$ cat config.mk
export PLATFORM = sky130hd
export DESIGN_NAME = pixel_command_frame_writer
export DESIGN_NICKNAME = d
export VERILOG_FILES = /design/src/hdl/pcfw_pkg.sv /design/src/hdl/pixel_command_frame_writer.sv /design/src/hdl/pcfw_ctrl.sv /design/src/hdl/pcfw_datapath.sv
export VERILOG_INCLUDE_DIRS = /design/src /design/src/hdl
export SDC_FILE = /design/constraint.sdc
export NUM_CORES = 1
export LEC_CHECK = 0
export BUFFER_PORTS_ARGS = -buffer_cell sky130_fd_sc_hd__buf_2
export CAP_MARGIN = 20
export CORE_ASPECT_RATIO = 1.5
export CORE_UTILIZATION = 60
export DETAILED_ROUTE_END_ITERATION = 6
export HOLD_SLACK_MARGIN = 0.02
export PLACE_DENSITY_LB_ADDON = 0.1
export SLEW_MARGIN = 20
export SYNTH_ARGS = -nofsm -noshare
export SYNTH_HDL_FRONTEND = slang
export SYNTH_SLANG_ARGS = --single-unit
$ cat constraint.sdc
create_clock -name clk -period 11 [get_ports clk]
set_input_delay 2.2 -clock clk [delete_from_list [all_inputs] [get_ports clk]]
set_output_delay 2.2 -clock clk [all_outputs]
set_load 0.01 [all_outputs]
$ cat src/hdl/pixel_command_frame_writer_assert.svh
// ----------------------------------------------------------------------------
// Assertion macros for the pixel command frame writer
// Concurrent checks, compiled out when SYNTHESIS is defined.
// ----------------------------------------------------------------------------
`ifndef PIXEL_COMMAND_FRAME_WRITER_ASSERT_SVH
`define PIXEL_COMMAND_FRAME_WRITER_ASSERT_SVH

`ifndef SYNTHESIS
// Check that prop holds at every clock edge outside reset
`define PCFW_ASSERT(name, clk, rstn, prop) \
    name: assert property (@(posedge clk) disable iff (!rstn) (prop)) \
        else $error("pcfw assertion failed");
// Check that cons holds whenever ante holds, outside reset
`define PCFW_ASSERT_IMP(name, clk, rstn, ante, cons) \
    name: assert property (@(posedge clk) disable iff (!rstn) (ante) |-> (cons)) \
        else $error("pcfw assertion failed");
`else
`define PCFW_ASSERT(name, clk, rstn, prop)
`define PCFW_ASSERT_IMP(name, clk, rstn, ante, cons)
`endif

`endif

$ cat src/hdl/pcfw_pkg.sv
`timescale 1ns / 1ps
// ----------------------------------------------------------------------------
// pcfw_pkg
// Shared types, command codes and color packing for the frame writer.
// ----------------------------------------------------------------------------
package pcfw_pkg;

    // Command codes
    localparam logic [7:0] CMD_CLEAR  = 8'h01;
    localparam logic [7:0] CMD_PIXELS = 8'h02;
    localparam logic [7:0] CMD_APPLY  = 8'h03;

    // RGB565 channel masks
    localparam logic [7:0] RED_MASK   = 8'hF8;
    localparam logic [7:0] GREEN_MASK = 8'hFC;

    // Position of the next byte within a packet
    typedef enum logic [2:0] {
        PH_CMD   = 3'd0,
        PH_RED   = 3'd1,
        PH_GREEN = 3'd2,
        PH_BLUE  = 3'd3,
        PH_X     = 3'd4,
        PH_Y     = 3'd5,
        PH_SKIP  = 3'd6
    } phase_t;

    // Controller states
    typedef enum logic [1:0] {
        ST_INIT  = 2'd0,
        ST_RUN   = 2'd1,
        ST_CLEAR = 2'd2
    } ctrl_state_t;

    // Commands from controller to datapath
    typedef struct packed {
        logic accept;
        logic load_item;
        logic load_clear;
        logic sweep_en;
    } dp_ctl_t;

    // Status from datapath to controller
    typedef struct packed {
        logic start_clear;
        logic sweep_last;
    } dp_sts_t;

    // Pack red, green, blue bytes into RGB565
    function automatic logic [15:0] pack565(input logic [7:0] r, input logic [7:0] g,
                                            input logic [7:0] b);
        logic [15:0] v;
        v = {r & RED_MASK, 8'h00} | {5'b0, g & GREEN_MASK, 3'b0} | {11'b0, b[7:3]};
        return v;
    endfunction

endpackage

$ cat src/hdl/pixel_command_frame_writer.sv
`timescale 1ns / 1ps
// ----------------------------------------------------------------------------
// pixel_command_frame_writer
// Parses byte-wide command packets and writes RGB565 pixels into a frame store.
// ----------------------------------------------------------------------------
//  channel   handshake              payload
//  command   cmd_valid / cmd_stall  data_byte, last_byte
//  result    res_valid / res_stall  pixel_write, pixel_x, pixel_y, pixel_color,
//                                   frame_cleared, frame_apply
//
//  Each request gives one result; ordinary bytes are taken one per cycle while
//  the result slot is free. A clear command holds cmd_stall while the single
//  store write port zeroes one entry per cycle, then gives its result.
//  After reset the same sweep runs, with cmd_stall held.
//  A held result register stalls the command side only when it is still full.
// ----------------------------------------------------------------------------
module pixel_command_frame_writer
    import pcfw_pkg::*;
#(
    parameter int FRAME_WIDTH  = 64,
    parameter int FRAME_HEIGHT = 64
)
(
    input  logic        clk,
    input  logic        rst_n,
    input  logic        cmd_valid,
    output logic        cmd_stall,
    input  logic [7:0]  data_byte,
    input  logic        last_byte,
    output logic        res_valid,
    input  logic        res_stall,
    output logic        pixel_write,
    output logic [5:0]  pixel_x,
    output logic [5:0]  pixel_y,
    output logic [15:0] pixel_color,
    output logic        frame_cleared,
    output logic        frame_apply
);

    dp_ctl_t ctl;
    dp_sts_t sts;

    // Controller
    pcfw_ctrl u_ctrl (
        .clk       (clk),
        .rst_n     (rst_n),
        .cmd_valid (cmd_valid),
        .cmd_stall (cmd_stall),
        .res_valid (res_valid),
        .res_stall (res_stall),
        .sts       (sts),
        .ctl       (ctl)
    );

    // Datapath
    pcfw_datapath #(
        .FRAME_WIDTH  (FRAME_WIDTH),
        .FRAME_HEIGHT (FRAME_HEIGHT)
    ) u_datapath (
        .clk           (clk),
        .rst_n         (rst_n),
        .ctl           (ctl),
        .sts           (sts),
        .data_byte     (data_byte),
        .last_byte     (last_byte),
        .pixel_write   (pixel_write),
        .pixel_x       (pixel_x),
        .pixel_y       (pixel_y),
        .pixel_color   (pixel_color),
        .frame_cleared (frame_cleared),
        .frame_apply   (frame_apply)
    );

endmodule

$ cat src/hdl/pcfw_ctrl.sv
`timescale 1ns / 1ps
// ----------------------------------------------------------------------------
// pcfw_ctrl
// Handshake and sequencing: reset sweep, byte acceptance, clear sweep.
// ----------------------------------------------------------------------------
`include "pixel_command_frame_writer_assert.svh"

module pcfw_ctrl
    import pcfw_pkg::*;
(
    input  logic    clk,
    input  logic    rst_n,
    input  logic    cmd_valid,
    output logic    cmd_stall,
    output logic    res_valid,
    input  logic    res_stall,
    input  dp_sts_t sts,
    output dp_ctl_t ctl
);

    ctrl_state_t state_reg;
    ctrl_state_t state_next;
    logic        out_valid_reg;
    logic        out_valid_next;
    logic        slot_free;

    assign slot_free = !out_valid_reg || !res_stall;
    assign res_valid = out_valid_reg;

    // State and result-valid registers
    always_ff @(posedge clk or negedge rst_n)
    begin
        if (!rst_n)
        begin
            state_reg     <= ST_INIT;
            out_valid_reg <= 1'b0;
        end
        else
        begin
            state_reg     <= state_next;
            out_valid_reg <= out_valid_next;
        end
    end

    // Next state and datapath commands
    always_comb
    begin
        state_next     = state_reg;
        out_valid_next = out_valid_reg && res_stall;
        cmd_stall      = 1'b1;
        ctl            = '0;
        unique case (state_reg)
            ST_INIT:
            begin
                ctl.sweep_en = 1'b1;
                if (sts.sweep_last)
                    state_next = ST_RUN;
            end
            ST_RUN:
            begin
                cmd_stall = !slot_free;
                if (cmd_valid && slot_free)
                begin
                    ctl.accept = 1'b1;
                    if (sts.start_clear)
                        state_next = ST_CLEAR;
                    else
                    begin
                        ctl.load_item  = 1'b1;
                        out_valid_next = 1'b1;
                    end
                end
            end
            ST_CLEAR:
            begin
                ctl.sweep_en = 1'b1;
                if (sts.sweep_last)
                begin
                    ctl.load_clear = 1'b1;
                    out_valid_next = 1'b1;
                    state_next     = ST_RUN;
                end
            end
            default:
            begin
                state_next = ST_INIT;
            end
        endcase
    end

    // Sweeps block new requests; a clear result appears only at sweep end
    `PCFW_ASSERT_IMP(a_sweep_stalls, clk, rst_n, state_reg != ST_RUN, cmd_stall)
    `PCFW_ASSERT_IMP(a_clear_empty, clk, rst_n, state_reg == ST_CLEAR, !out_valid_reg)
    `PCFW_ASSERT_IMP(a_clear_done, clk, rst_n, ctl.load_clear,
                     state_reg == ST_CLEAR && sts.sweep_last)
    `PCFW_ASSERT_IMP(a_clear_entry, clk, rst_n, ctl.accept && sts.start_clear,
                     ##1 state_reg == ST_CLEAR)

endmodule

$ cat src/hdl/pcfw_datapath.sv
`timescale 1ns / 1ps
// ----------------------------------------------------------------------------
// pcfw_datapath
// Packet parsing registers, pixel store with sweep counter, result registers.
// ----------------------------------------------------------------------------
module pcfw_datapath
    import pcfw_pkg::*;
#(
    parameter int FRAME_WIDTH  = 64,
    parameter int FRAME_HEIGHT = 64
)
(
    input  logic        clk,
    input  logic        rst_n,
    input  dp_ctl_t     ctl,
    output dp_sts_t     sts,
    input  logic [7:0]  data_byte,
    input  logic        last_byte,
    output logic        pixel_write,
    output logic [5:0]  pixel_x,
    output logic [5:0]  pixel_y,
    output logic [15:0] pixel_color,
    output logic        frame_cleared,
    output logic        frame_apply
);

    localparam int DEPTH = FRAME_WIDTH * FRAME_HEIGHT;
    localparam int AW    = (DEPTH > 1) ? $clog2(DEPTH) : 1;

    // Parse state
    phase_t      phase_reg;
    phase_t      phase_next;
    logic [7:0]  red_reg;
    logic [7:0]  red_next;
    logic [7:0]  green_reg;
    logic [7:0]  green_next;
    logic [15:0] color_reg;
    logic [15:0] color_next;
    logic [7:0]  column_reg;
    logic [7:0]  column_next;

    // Store and sweep
    logic [15:0]   store_mem [DEPTH];
    logic [AW-1:0] sweep_reg;
    logic [AW-1:0] sweep_next;
    logic          mem_we;
    logic [AW-1:0] mem_addr;
    logic [15:0]   mem_wdata;
    logic [16:0]   lin_addr;

    // Per-byte results
    logic          in_range;
    logic          hit_write;
    logic          hit_apply;

    // Result registers
    logic          wr_reg;
    logic [5:0]    x_reg;
    logic [5:0]    y_reg;
    logic [15:0]   c_reg;
    logic          clr_reg;
    logic          app_reg;

    assign in_range = ({1'b0, column_reg} < 9'(FRAME_WIDTH))
                   && ({1'b0, data_byte} < 9'(FRAME_HEIGHT));
    assign lin_addr = 17'(data_byte) * 17'(FRAME_WIDTH) + 17'(column_reg);

    assign sts.start_clear = (phase_reg == PH_CMD) && (data_byte == CMD_CLEAR);
    assign sts.sweep_last  = (sweep_reg == AW'(DEPTH - 1));

    // Decode the byte against the packet phase
    always_comb
    begin
        phase_next  = phase_reg;
        red_next    = red_reg;
        green_next  = green_reg;
        color_next  = color_reg;
        column_next = column_reg;
        hit_write   = 1'b0;
        hit_apply   = 1'b0;
        unique case (phase_reg)
            PH_CMD:
            begin
                unique case (data_byte)
                    CMD_PIXELS: phase_next = PH_RED;
                    CMD_APPLY:
                    begin
                        hit_apply  = 1'b1;
                        phase_next = PH_SKIP;
                    end
                    default:    phase_next = PH_SKIP;
                endcase
            end
            PH_RED:
            begin
                red_next   = data_byte;
                phase_next = PH_GREEN;
            end
            PH_GREEN:
            begin
                green_next = data_byte;
                phase_next = PH_BLUE;
            end
            PH_BLUE:
            begin
                color_next = pack565(red_reg, green_reg, data_byte);
                phase_next = PH_X;
            end
            PH_X:
            begin
                column_next = data_byte;
                phase_next  = PH_Y;
            end
            PH_Y:
            begin
                hit_write  = in_range;
                phase_next = PH_X;
            end
            default:
            begin
                phase_next = PH_SKIP;
            end
        endcase
        if (last_byte)
            phase_next = PH_CMD;
    end

    // Advance the sweep address, wrapping after the last entry
    always_comb
    begin
        sweep_next = sweep_reg;
        if (ctl.sweep_en)
            sweep_next = sts.sweep_last ? '0 : sweep_reg + AW'(1);
    end

    // Share the store write port between sweep and pixel writes
    always_comb
    begin
        if (ctl.sweep_en)
        begin
            mem_we    = 1'b1;
            mem_addr  = sweep_reg;
            mem_wdata = '0;
        end
        else
        begin
            mem_we    = ctl.accept && hit_write;
            mem_addr  = lin_addr[AW-1:0];
            mem_wdata = color_reg;
        end
    end

    // Control registers
    always_ff @(posedge clk or negedge rst_n)
    begin
        if (!rst_n)
        begin
            phase_reg  <= PH_CMD;
            red_reg    <= '0;
            green_reg  <= '0;
            color_reg  <= '0;
            column_reg <= '0;
            sweep_reg  <= '0;
        end
        else
        begin
            sweep_reg <= sweep_next;
            if (ctl.accept)
            begin
                phase_reg  <= phase_next;
                red_reg    <= red_next;
                green_reg  <= green_next;
                color_reg  <= color_next;
                column_reg <= column_next;
            end
        end
    end

    // Pixel store
    always_ff @(posedge clk)
    begin
        if (mem_we)
            store_mem[mem_addr] <= mem_wdata;
    end

    // Result registers
    always_ff @(posedge clk)
    begin
        if (ctl.load_item)
        begin
            wr_reg  <= hit_write;
            x_reg   <= hit_write ? column_reg[5:0] : 6'd0;
            y_reg   <= hit_write ? data_byte[5:0] : 6'd0;
            c_reg   <= hit_write ? color_reg : 16'd0;
            clr_reg <= 1'b0;
            app_reg <= hit_apply;
        end
        else if (ctl.load_clear)
        begin
            wr_reg  <= 1'b0;
            x_reg   <= '0;
            y_reg   <= '0;
            c_reg   <= '0;
            clr_reg <= 1'b1;
            app_reg <= 1'b0;
        end
    end

    assign pixel_write   = wr_reg;
    assign pixel_x       = x_reg;
    assign pixel_y       = y_reg;
    assign pixel_color   = c_reg;
    assign frame_cleared = clr_reg;
    assign frame_apply   = app_reg;

endmodule
Word level (Yosys, flattened, before mapping) --
Index checks and enable logic that the tools add are counted.
Word-level totals: flip-flop bits (word level) 89, input bits 13
Operators by class: multiplexer cells 33, add/sub/neg operators 1, equality and inequality tests 14, bitwise gates (word level) 2, magnitude comparators 2, reduce and logical (&&, ||, !) cells 18
Operator list (count):
- $mux W16 | 3
- $mux W6 | 5
- $eq A8 B2 Y1 const B | 2
- $lt A8 B7 Y1 const B | 2
- $or A16 B11 Y16 | 1
- $or A16 B5 Y16 | 1
- $pmux W3 S5 | 1
- $mux W1 | 14
- $add A12 B1 Y12 const B | 1
- $eq A12 B12 Y1 const B | 1
- $mux W12 | 1
- $mux W2 | 5
- $eq A8 B1 Y1 const B | 1
- $reduce_and A2 Y1 | 4
- $eq A3 B2 Y1 const B | 2
- $eq A3 B3 Y1 const B | 2
- $mux W3 | 2
- $logic_and A1 B1 Y1 | 4
- $ne A2 B1 Y1 const B | 2
- $pmux W2 S2 | 1
- $reduce_or A2 Y1 | 2
- $eq A3 B1 Y1 const B | 1
- $logic_not A1 Y1 | 3
- $logic_not A3 Y1 | 1
- 8 further kinds | 8

Longest topological paths before layout --
Gate-level depths: netlist of run 1.
word-level depth 6, gate-level depth with buffers 8

Hierarchy --
Synthesis of run 1 repeated with hierarchy kept, for this count alone.
Unflattened totals: cells, all modules 263, area, all modules 3602.2 um2
By module, submodules not included:
- pcfw_datapath | area an instance 3349.5 um2, times used 1, seq. area each 2172.1 um2, cells each 234
- pcfw_ctrl | area an instance 252.7 um2, times used 1, seq. area each 75.1 um2, cells each 29

Worst setup path after synthesis of run 1 --
OpenSTA, ideal clock, no wires.
path kind input to register, start input port res_stall, end register u_datapath.app_reg, in the netlist u_datapath.frame_apply, enable pin, stages on the path 4, path slack 5.648 ns, arrival 4.891 ns, data required time 10.539 ns, cell sequence nand2_1 > nand3_1 > clkbuf_1 > o21ai_0
Between the ends: cells in the longest elaborated chain, start to end 6
Ends and longest elaborated chain:
- start: declaration | RTL line pixel_command_frame_writer.sv:31 | input logic res_stall,
- $logic_not A1 Y1 | RTL line pcfw_ctrl.sv:27 | assign slot_free = !out_valid_reg || !res_stall;
- $logic_or A1 B1 Y1 | RTL line pcfw_ctrl.sv:27
- $logic_and A1 B1 Y1 | RTL line pcfw_ctrl.sv:62 | if (cmd_valid && slot_free)
- $mux W2 | RTL line pcfw_ctrl.sv:62
- $mux W2 | RTL line pcfw_ctrl.sv:52 | unique case (state_reg)
- $reduce_bool A2 Y1 (no line)
- end signal: assignment | RTL line pcfw_datapath.sv:196 | app_reg <= hit_apply;
- end: declaration | RTL line pcfw_datapath.sv:62 | logic app_reg;
No other way between the ends. A chain may end at the register's enable or synchronous reset.

Final worst setup path of run 1 --
start input port res_stall, end output port cmd_stall
Between the ends: cells in the longest elaborated chain, start to end 4
Ends and longest elaborated chain:
- $logic_not A1 Y1 | RTL line pcfw_ctrl.sv:27
- $logic_or A1 B1 Y1 | RTL line pcfw_ctrl.sv:27
- $logic_not A1 Y1 | RTL line pcfw_ctrl.sv:61 | cmd_stall = !slot_free;
- $mux W1 | RTL line pcfw_ctrl.sv:52
- end: declaration | RTL line pixel_command_frame_writer.sv:27 | output logic cmd_stall,
No other way between the ends.

==> results of run 1 <==
==> tightest hold or removal path, cell delays in order (launching register included) <==
cell and delay [ns]:
dfxtp_1 0.31, inv_1 0.05, a21oi_1 0.05
==> final timing paths <==
| path | to | slack [ns] | cells after the start |
|---|---|---|---|
| worst max-delay path | cmd_stall | 6.16 | 4 |
| worst min-delay path | u_datapath.frame_cleared | 0.45 | 2 |
| worst max register to register | u_datapath.green_reg[7] | 8.54 | 5 |
| worst min register to register | u_datapath.frame_cleared | 0.45 | 2 |
| max in group asynchronous | u_datapath.column_reg[2] | 8.60 | 2 |
| min in group asynchronous | u_datapath.color_reg[3] | 1.97 | 2 |
==> layer usage <==
metal | part of all wire | track usage | up-vias | wire [µm]
li1 | - | - | 1004 | -
met1 | 0.42 | 0.243 | 1038 | 2360
met2 | 0.53 | 0.365 | 40 | 3000
met3 | 0.037 | 0.0443 | 6 | 208
met4 | 0.013 | 0.0667 | 0 | 73
met5 | 0 | 0 | - | 0
==> final cells by class <==
type | count | area, µm²
timing repair buffer | 48 | 248
sequential | 84 | 2250
fill | 397 | 1570
inverter | 7 | 26.3
clock inverter | 5 | 37.5
clock buffer | 11 | 131
tap | 70 | 87.6
multi-input combinational | 151 | 1180
==> cell families after synthesis <==
logic type                 after synthesis
adders and majority gates                4
DFF                                     84
xor gates and xnor gates                 8
muxes                                   36
buffers and inverters                   19
and+or+nand+nor                         80
AOI/OAI and AO/OA                       23
==> cell usage in the layout (no fill, tap or decap), types with 3 or more instances in the layout <==
| cell type | netlist | routed |
|---|---|---|
| nand2_1 | 13 | 13 |
| edfxtp_1 | 30 | 30 |
| nand3_1 | 3 | 3 |
| or4b_2 | 3 | 3 |
| ha_1 | 4 | 4 |
| a31oi_1 | 3 | 3 |
| inv_1 | 7 | 7 |
| and2_1 | 28 | 28 |
| nor2_1 | 11 | 11 |
| a21oi_1 | 3 | 3 |
| buf_2 | 1 | 45 |
| nand4_1 | 4 | 4 |
| clkbuf_8 | 0 | 9 |
| buf_4 | 0 | 3 |
| xnor2_1 | 7 | 7 |
| dfrtp_1 | 53 | 53 |
| mux2_2 | 35 | 35 |
==> stage by stage <==
stage,area (µm²),power (mW)
6_report,3960,0.816
5_1_grt,3960,0.866
4_1_cts,3960,0.825
3_5_place_dp,3790,0.638
3_3_place_gp,3790,0.623
2_1_floorplan,3490,0.580
==> cell usage after synthesis (all sizes together) (3+ instances only) <==
library cell | instances | share of area
a21oi | 3 | 0.0043
a31oi | 3 | 0.0054
and2 | 29 | 0.052
clkbuf | 11 | 0.012
dfrtp | 53 | 0.38
edfxtp | 30 | 0.26
ha | 4 | 0.014
inv | 7 | 0.0075
mux2 | 35 | 0.11
nand2 | 13 | 0.014
nand3 | 3 | 0.0043
nand4 | 4 | 0.0072
nor2 | 11 | 0.012
nor4 | 4 | 0.011
o21ai | 3 | 0.0043
or4 | 3 | 0.0086
or4b | 3 | 0.0086
xnor2 | 7 | 0.018
==> power by group <==
group          internal, mW  switching, mW
Clock                0.0829          0.104
Combinational        0.0862         0.0850
Sequential            0.407         0.0505
==> flow_metrics.py, run 1 <==
metrics = {
    "floorplanning": {
        "num_io_pins": 46,
        "die_w_um": 64.3,
        "core-area_um2": 5530,
        "die_h_um": 95.5,
        "start_util": 0.631,
        "rows": 33,
        "fp.dieArea_um2": 6140,
    },
    "global_route": {
        "grt_pass1_vias": 2012,
        "grt_pass1_wl_um": 9440,
        "antenna_found_initial": 0,
        "track_usage": 0.204,
        "grt_max_degree": 54,
        "grt_overflow": 0,
    },
    "setup_path": {
        "crit_chain": "buf_2, nand2_1, nand2_1, buf_2",
        "rr_startpoint": "u_ctrl.state_reg[1]",
        "critPathMaxStageDelay_ns": 0.14,
        "worstPathArrival_ns": 2.64,
        "critPathLaunchType": "input pin",
        "slowest_stage": "nand2_1",
        "critPathLaunch": "res_stall",
        "crit_buf_inv": 2,
        "cp-end-kind": "primary output",
        "crit_type": "input pin to primary output",
        "critical_path.top_delay_family": "buffers and inverters",
        "cp_data_required_time_ns": 8.80,
        "cp_max_fo": 6,
    },
    "sta": {
        "rsz0062_at_grt": "no",
        "maxSlewViolCount": 0,
        "setup_viol": 0,
        "period_minus_slack_ns": 4.84,
        "hold_violations": 0,
        "worst_slack_ns": 6.16,
        "worst_pin_slew_ns": 0.739,
        "post-route-period-util": 0.440,
        "hold-worst-slack_ns": 0.450,
        "finClkSkew_ns": 0.00882,
        "finalSetupTns_ns": 0,
        "fmax_mhz": 207,
        "slew_headroom": 0.507,
    },
    "yosys": {
        "synth_compound_area_frac": 0.0480,
        "synth_nets": 271,
        "synth_fa_ha_area_frac": 0.0143,
        "netlist_instances": 254,
        "ys_ff_latch": 84,
        "synth_top_family_by_area": "simple AND/OR/NAND/NOR gates",
        "ys_warn_count": 0,
        "async_flop_share": 0.631,
        "synth.area.mux_share": 0.116,
        "syn-cell-area_um2": 3490,
        "synth_cell_type_count": 43,
        "yosys.area_share.simple": 0.138,
        "synth_edf_count": 30,
        "avgSynthCellArea_um2": 13.8,
        "synth_xor_area_frac": 0.0201,
        "ys_seq_area_frac": 0.643,
        "synth_ff_type": "dfrtp_1",
    },
    "min_path": {
        "min_path_type": "flip-flop to flip-flop",
        "holdCritStartpoint": "u_datapath.frame_cleared",
    },
    "power": {
        "peakVddDrop_mv": 0.136,
        "leakage_nw": 1.76,
        "power_density_nw_per_um2": 206,
    },
    "clocking": {
        "cts_resized": 0,
        "h-tree-depth": 3,
        "postCtsHoldBufs": 0,
        "post_cts_buffers": 0,
        "clockBufferDepth": 2,
        "cts_tree": "done",
        "numCtsBuffers": 9,
        "clk_pin_slew_ns": 0.08,
        "clock_sinks": 84,
        "clkLatencyLatePin_ns": 0.34,
        "root_buffer": "clkbuf_8",
    },
    "routing": {
        "vias_per_cell": 5.55,
        "ant_nets": 0,
        "drc": 0,
        "dr.pass1.iters": 4,
        "drt_iter0_drc": 139,
        "routed-via-count": 2088,
        "routed_wl_um": 5640,
        "wl_per_cell_um": 15.0,
    },
    "cells_and_area": {
        "area_growth_pct": 13.4,
        "antennaDiodeCount": 0,
        "fin_nets": 318,
        "drive_gt1_frac": 0.359,
        "postLayoutCoreUtil": 0.716,
        "layoutNonFillerInstCount": 376,
    },
    "placement": {
        "dpl.cell_count": 360,
        "hpwl_um": 3930,
        "portBuffers": 45,
        "pre_cts_slack_ns": 6.16,
        "place.gp.congestion": 0.756,
    },
    "job": {
        "drv.max_cap_violation_count": 0,
    },
    "status": {
        "status": "completed",
    },
}
(Power assumes the default switching activity.)
==> run 2: changes to the inputs <==
--- a/config.mk
+++ b/config.mk
@@ -9,7 +9,7 @@
 export BUFFER_PORTS_ARGS = -buffer_cell sky130_fd_sc_hd__buf_2
 export CAP_MARGIN = 20
 export CORE_ASPECT_RATIO = 1.5
-export CORE_UTILIZATION = 60
+export CORE_UTILIZATION = 57
 export DETAILED_ROUTE_END_ITERATION = 6
 export HOLD_SLACK_MARGIN = 0.02
 export PLACE_DENSITY_LB_ADDON = 0.1
==> constraint.sdc (replaced) <==
create_clock -name clk -period 5 [get_ports clk]
set_input_delay 1 -clock clk [delete_from_list [all_inputs] [get_ports clk]]
set_output_delay 1 -clock clk [all_outputs]
set_load 0.01 [all_outputs]
==> flow_metrics.py, run 2 (synthesized netlist as in run 1, its figures left out) <==
metrics = {
    "status": {
        "status": "completed",
    },
    "cells_and_area": {
        "fin_nets": 318,
        "design_area_um2": 3970,
        "final_common_cell": "dfrtp_1",
        "antennaDiodeCount": 0,
        "area_growth_pct": 13.6,
        "final_cell_mix": "53 x dfrtp_1, 45 x buf_2, 35 x mux2_2",
        "drive_gt1_frac": 0.366,
    },
    "placement": {
        "hpwl_um": 4020,
        "portBuffers": 45,
        "place_area_um2": 3790,
        "place.gp.congestion": 0.698,
    },
    "setup_path": {
        "slowest_stage": "or4b_2",
        "critPathLaunchType": "input pin",
        "cp_data_required_time_ns": 5.24,
        "worstPathArrival_ns": 2.85,
        "crit_type": "input pin to flip-flop",
        "critical_path.top_delay_family": "simple AND/OR/NAND/NOR gates",
        "cp_max_fo": 14,
        "crit_buf_inv": 1,
        "cp-end-kind": "flip-flop",
        "critPathMaxStageDelay_ns": 0.88,
        "crit_chain": "buf_2, nand2_1, nand3_1, or4b_2, mux2_2",
    },
    "clocking": {
        "clock_sinks": 84,
        "clkLatencyLatePin_ns": 0.35,
        "cts_resized": 0,
        "clk_pin_slew_ns": 0.08,
        "post_cts_buffers": 0,
        "numCtsBuffers": 9,
        "h-tree-depth": 3,
        "root_buffer": "clkbuf_8",
        "postCtsHoldBufs": 0,
        "cts_tree": "done",
        "clockBufferDepth": 2,
    },
    "routing": {
        "drt_iter0_drc": 166,
        "dr.pass1.iters": 4,
        "drc": 0,
        "routed-via-count": 2101,
        "vias_per_cell": 5.56,
        "wl_per_cell_um": 15.3,
        "ant_nets": 0,
        "routed_wl_um": 5770,
    },
    "sta": {
        "setup_viol": 0,
        "finClkSkew_ns": 0.00788,
        "worst_pin_slew_ns": 0.688,
        "slew_headroom": 0.541,
        "rsz0062_at_grt": "no",
        "post-route-period-util": 0.522,
        "fmax_mhz": 383,
        "maxSlewViolCount": 0,
        "finalSetupTns_ns": 0,
        "period_minus_slack_ns": 2.61,
        "hold_violations": 0,
    },
    "floorplanning": {
        "start_util": 0.595,
        "fp.dieArea_um2": 6450,
        "rows": 34,
        "num_io_pins": 46,
        "die_w_um": 65.9,
        "core-area_um2": 5870,
        "die_h_um": 97.9,
    },
    "power": {
        "seqPwrFrac": 0.556,
        "p_sw_mw": 0.546,
        "p_sw_frac": 0.301,
        "peakVddDrop_mv": 0.285,
        "share_comb_of_total_power": 0.206,
        "power_frac_clock": 0.237,
        "total_power_mw": 1.81,
        "leakage_nw": 1.77,
        "p_int_mw": 1.27,
        "power_density_nw_per_um2": 457,
    },
    "global_route": {
        "grt_pass1_vias": 2073,
        "grt_overflow": 0,
        "grt_max_degree": 54,
        "track_usage": 0.208,
        "grt_pass1_wl_um": 9830,
        "antenna_found_initial": 0,
    },
    "min_path": {
        "min_path_type": "flip-flop to flip-flop",
    },
    "job": {
        "drv.max_cap_violation_count": 0,
    },
}
-- run 2: cell count changes in the layout (fill, tap and decap cells not counted) --
cell	delta
clkbuf_1	-2
inv_6	+1
clkinv_2	+1
-- run 2: worst paths after layout --
check	from	to	slack (ns)	cells after the start
setup / recovery	res_stall	u_datapath.green_reg[7]	2.39	5
hold / removal	u_datapath.frame_cleared	u_datapath.frame_cleared	0.46	2
setup reg to reg	u_ctrl.state_reg[1]	u_datapath.green_reg[7]	2.61	5
hold reg to reg	u_datapath.frame_cleared	u_datapath.frame_cleared	0.46	2
max in group asynchronous	rst_n	u_datapath.color_reg[5]	3.79	2
min in group asynchronous	rst_n	u_datapath.color_reg[8]	0.75	2
-- run 2: cell type report --
class,instances,area (µm²)
fill,450,1900
sequential,84,2250
timing repair buffer,48,248
clock buffer,9,124
tap,72,90.1
inverter,7,26.3
multi-input combinational,151,1180
clock inverter,7,51.3
-- run 2: worst register-to-register path, cell delays in order (launching register included) --
cell and delay [ns]:
dfrtp_1 0.40, inv_1 0.09, ha_1 0.21, nand3_1 0.38, or4b_2 0.88, mux2_2 0.32
-- run 2: layer usage --
layer | vias to the layer above | track usage | share of wire
li1 | 1006 | - | -
met1 | 1043 | 0.248 | 0.42
met2 | 39 | 0.344 | 0.52
met3 | 13 | 0.0491 | 0.037
met4 | 0 | 0.105 | 0.025
met5 | - | 0 | 0
-- run 2: per-stage QoR --
stage	utilization	worst slack (ns)	instances	hold slack [ns]
5_1_grt	0.676	2.26	378	0.503
2_1_floorplan	-	0.848	254	0.438
6_report	0.676	2.39	378	0.461
3_5_place_dp	0.646	2.06	362	0.452
3_3_place_gp	0.646	2.08	362	0.444
4_1_cts	0.676	2.43	378	0.470
-- run 2: power by group through the flow --
stage | Combinational [mW] | Clock, mW | Sequential, mW
after floorplan | 0.279 | 0 | 0.998
after global placement | 0.365 | 0 | 1.02
after detailed placement | 0.380 | 0 | 1.02
after CTS | 0.381 | 0.443 | 1.01
after global routing | 0.423 | 0.471 | 1.03
final | 0.374 | 0.430 | 1.01
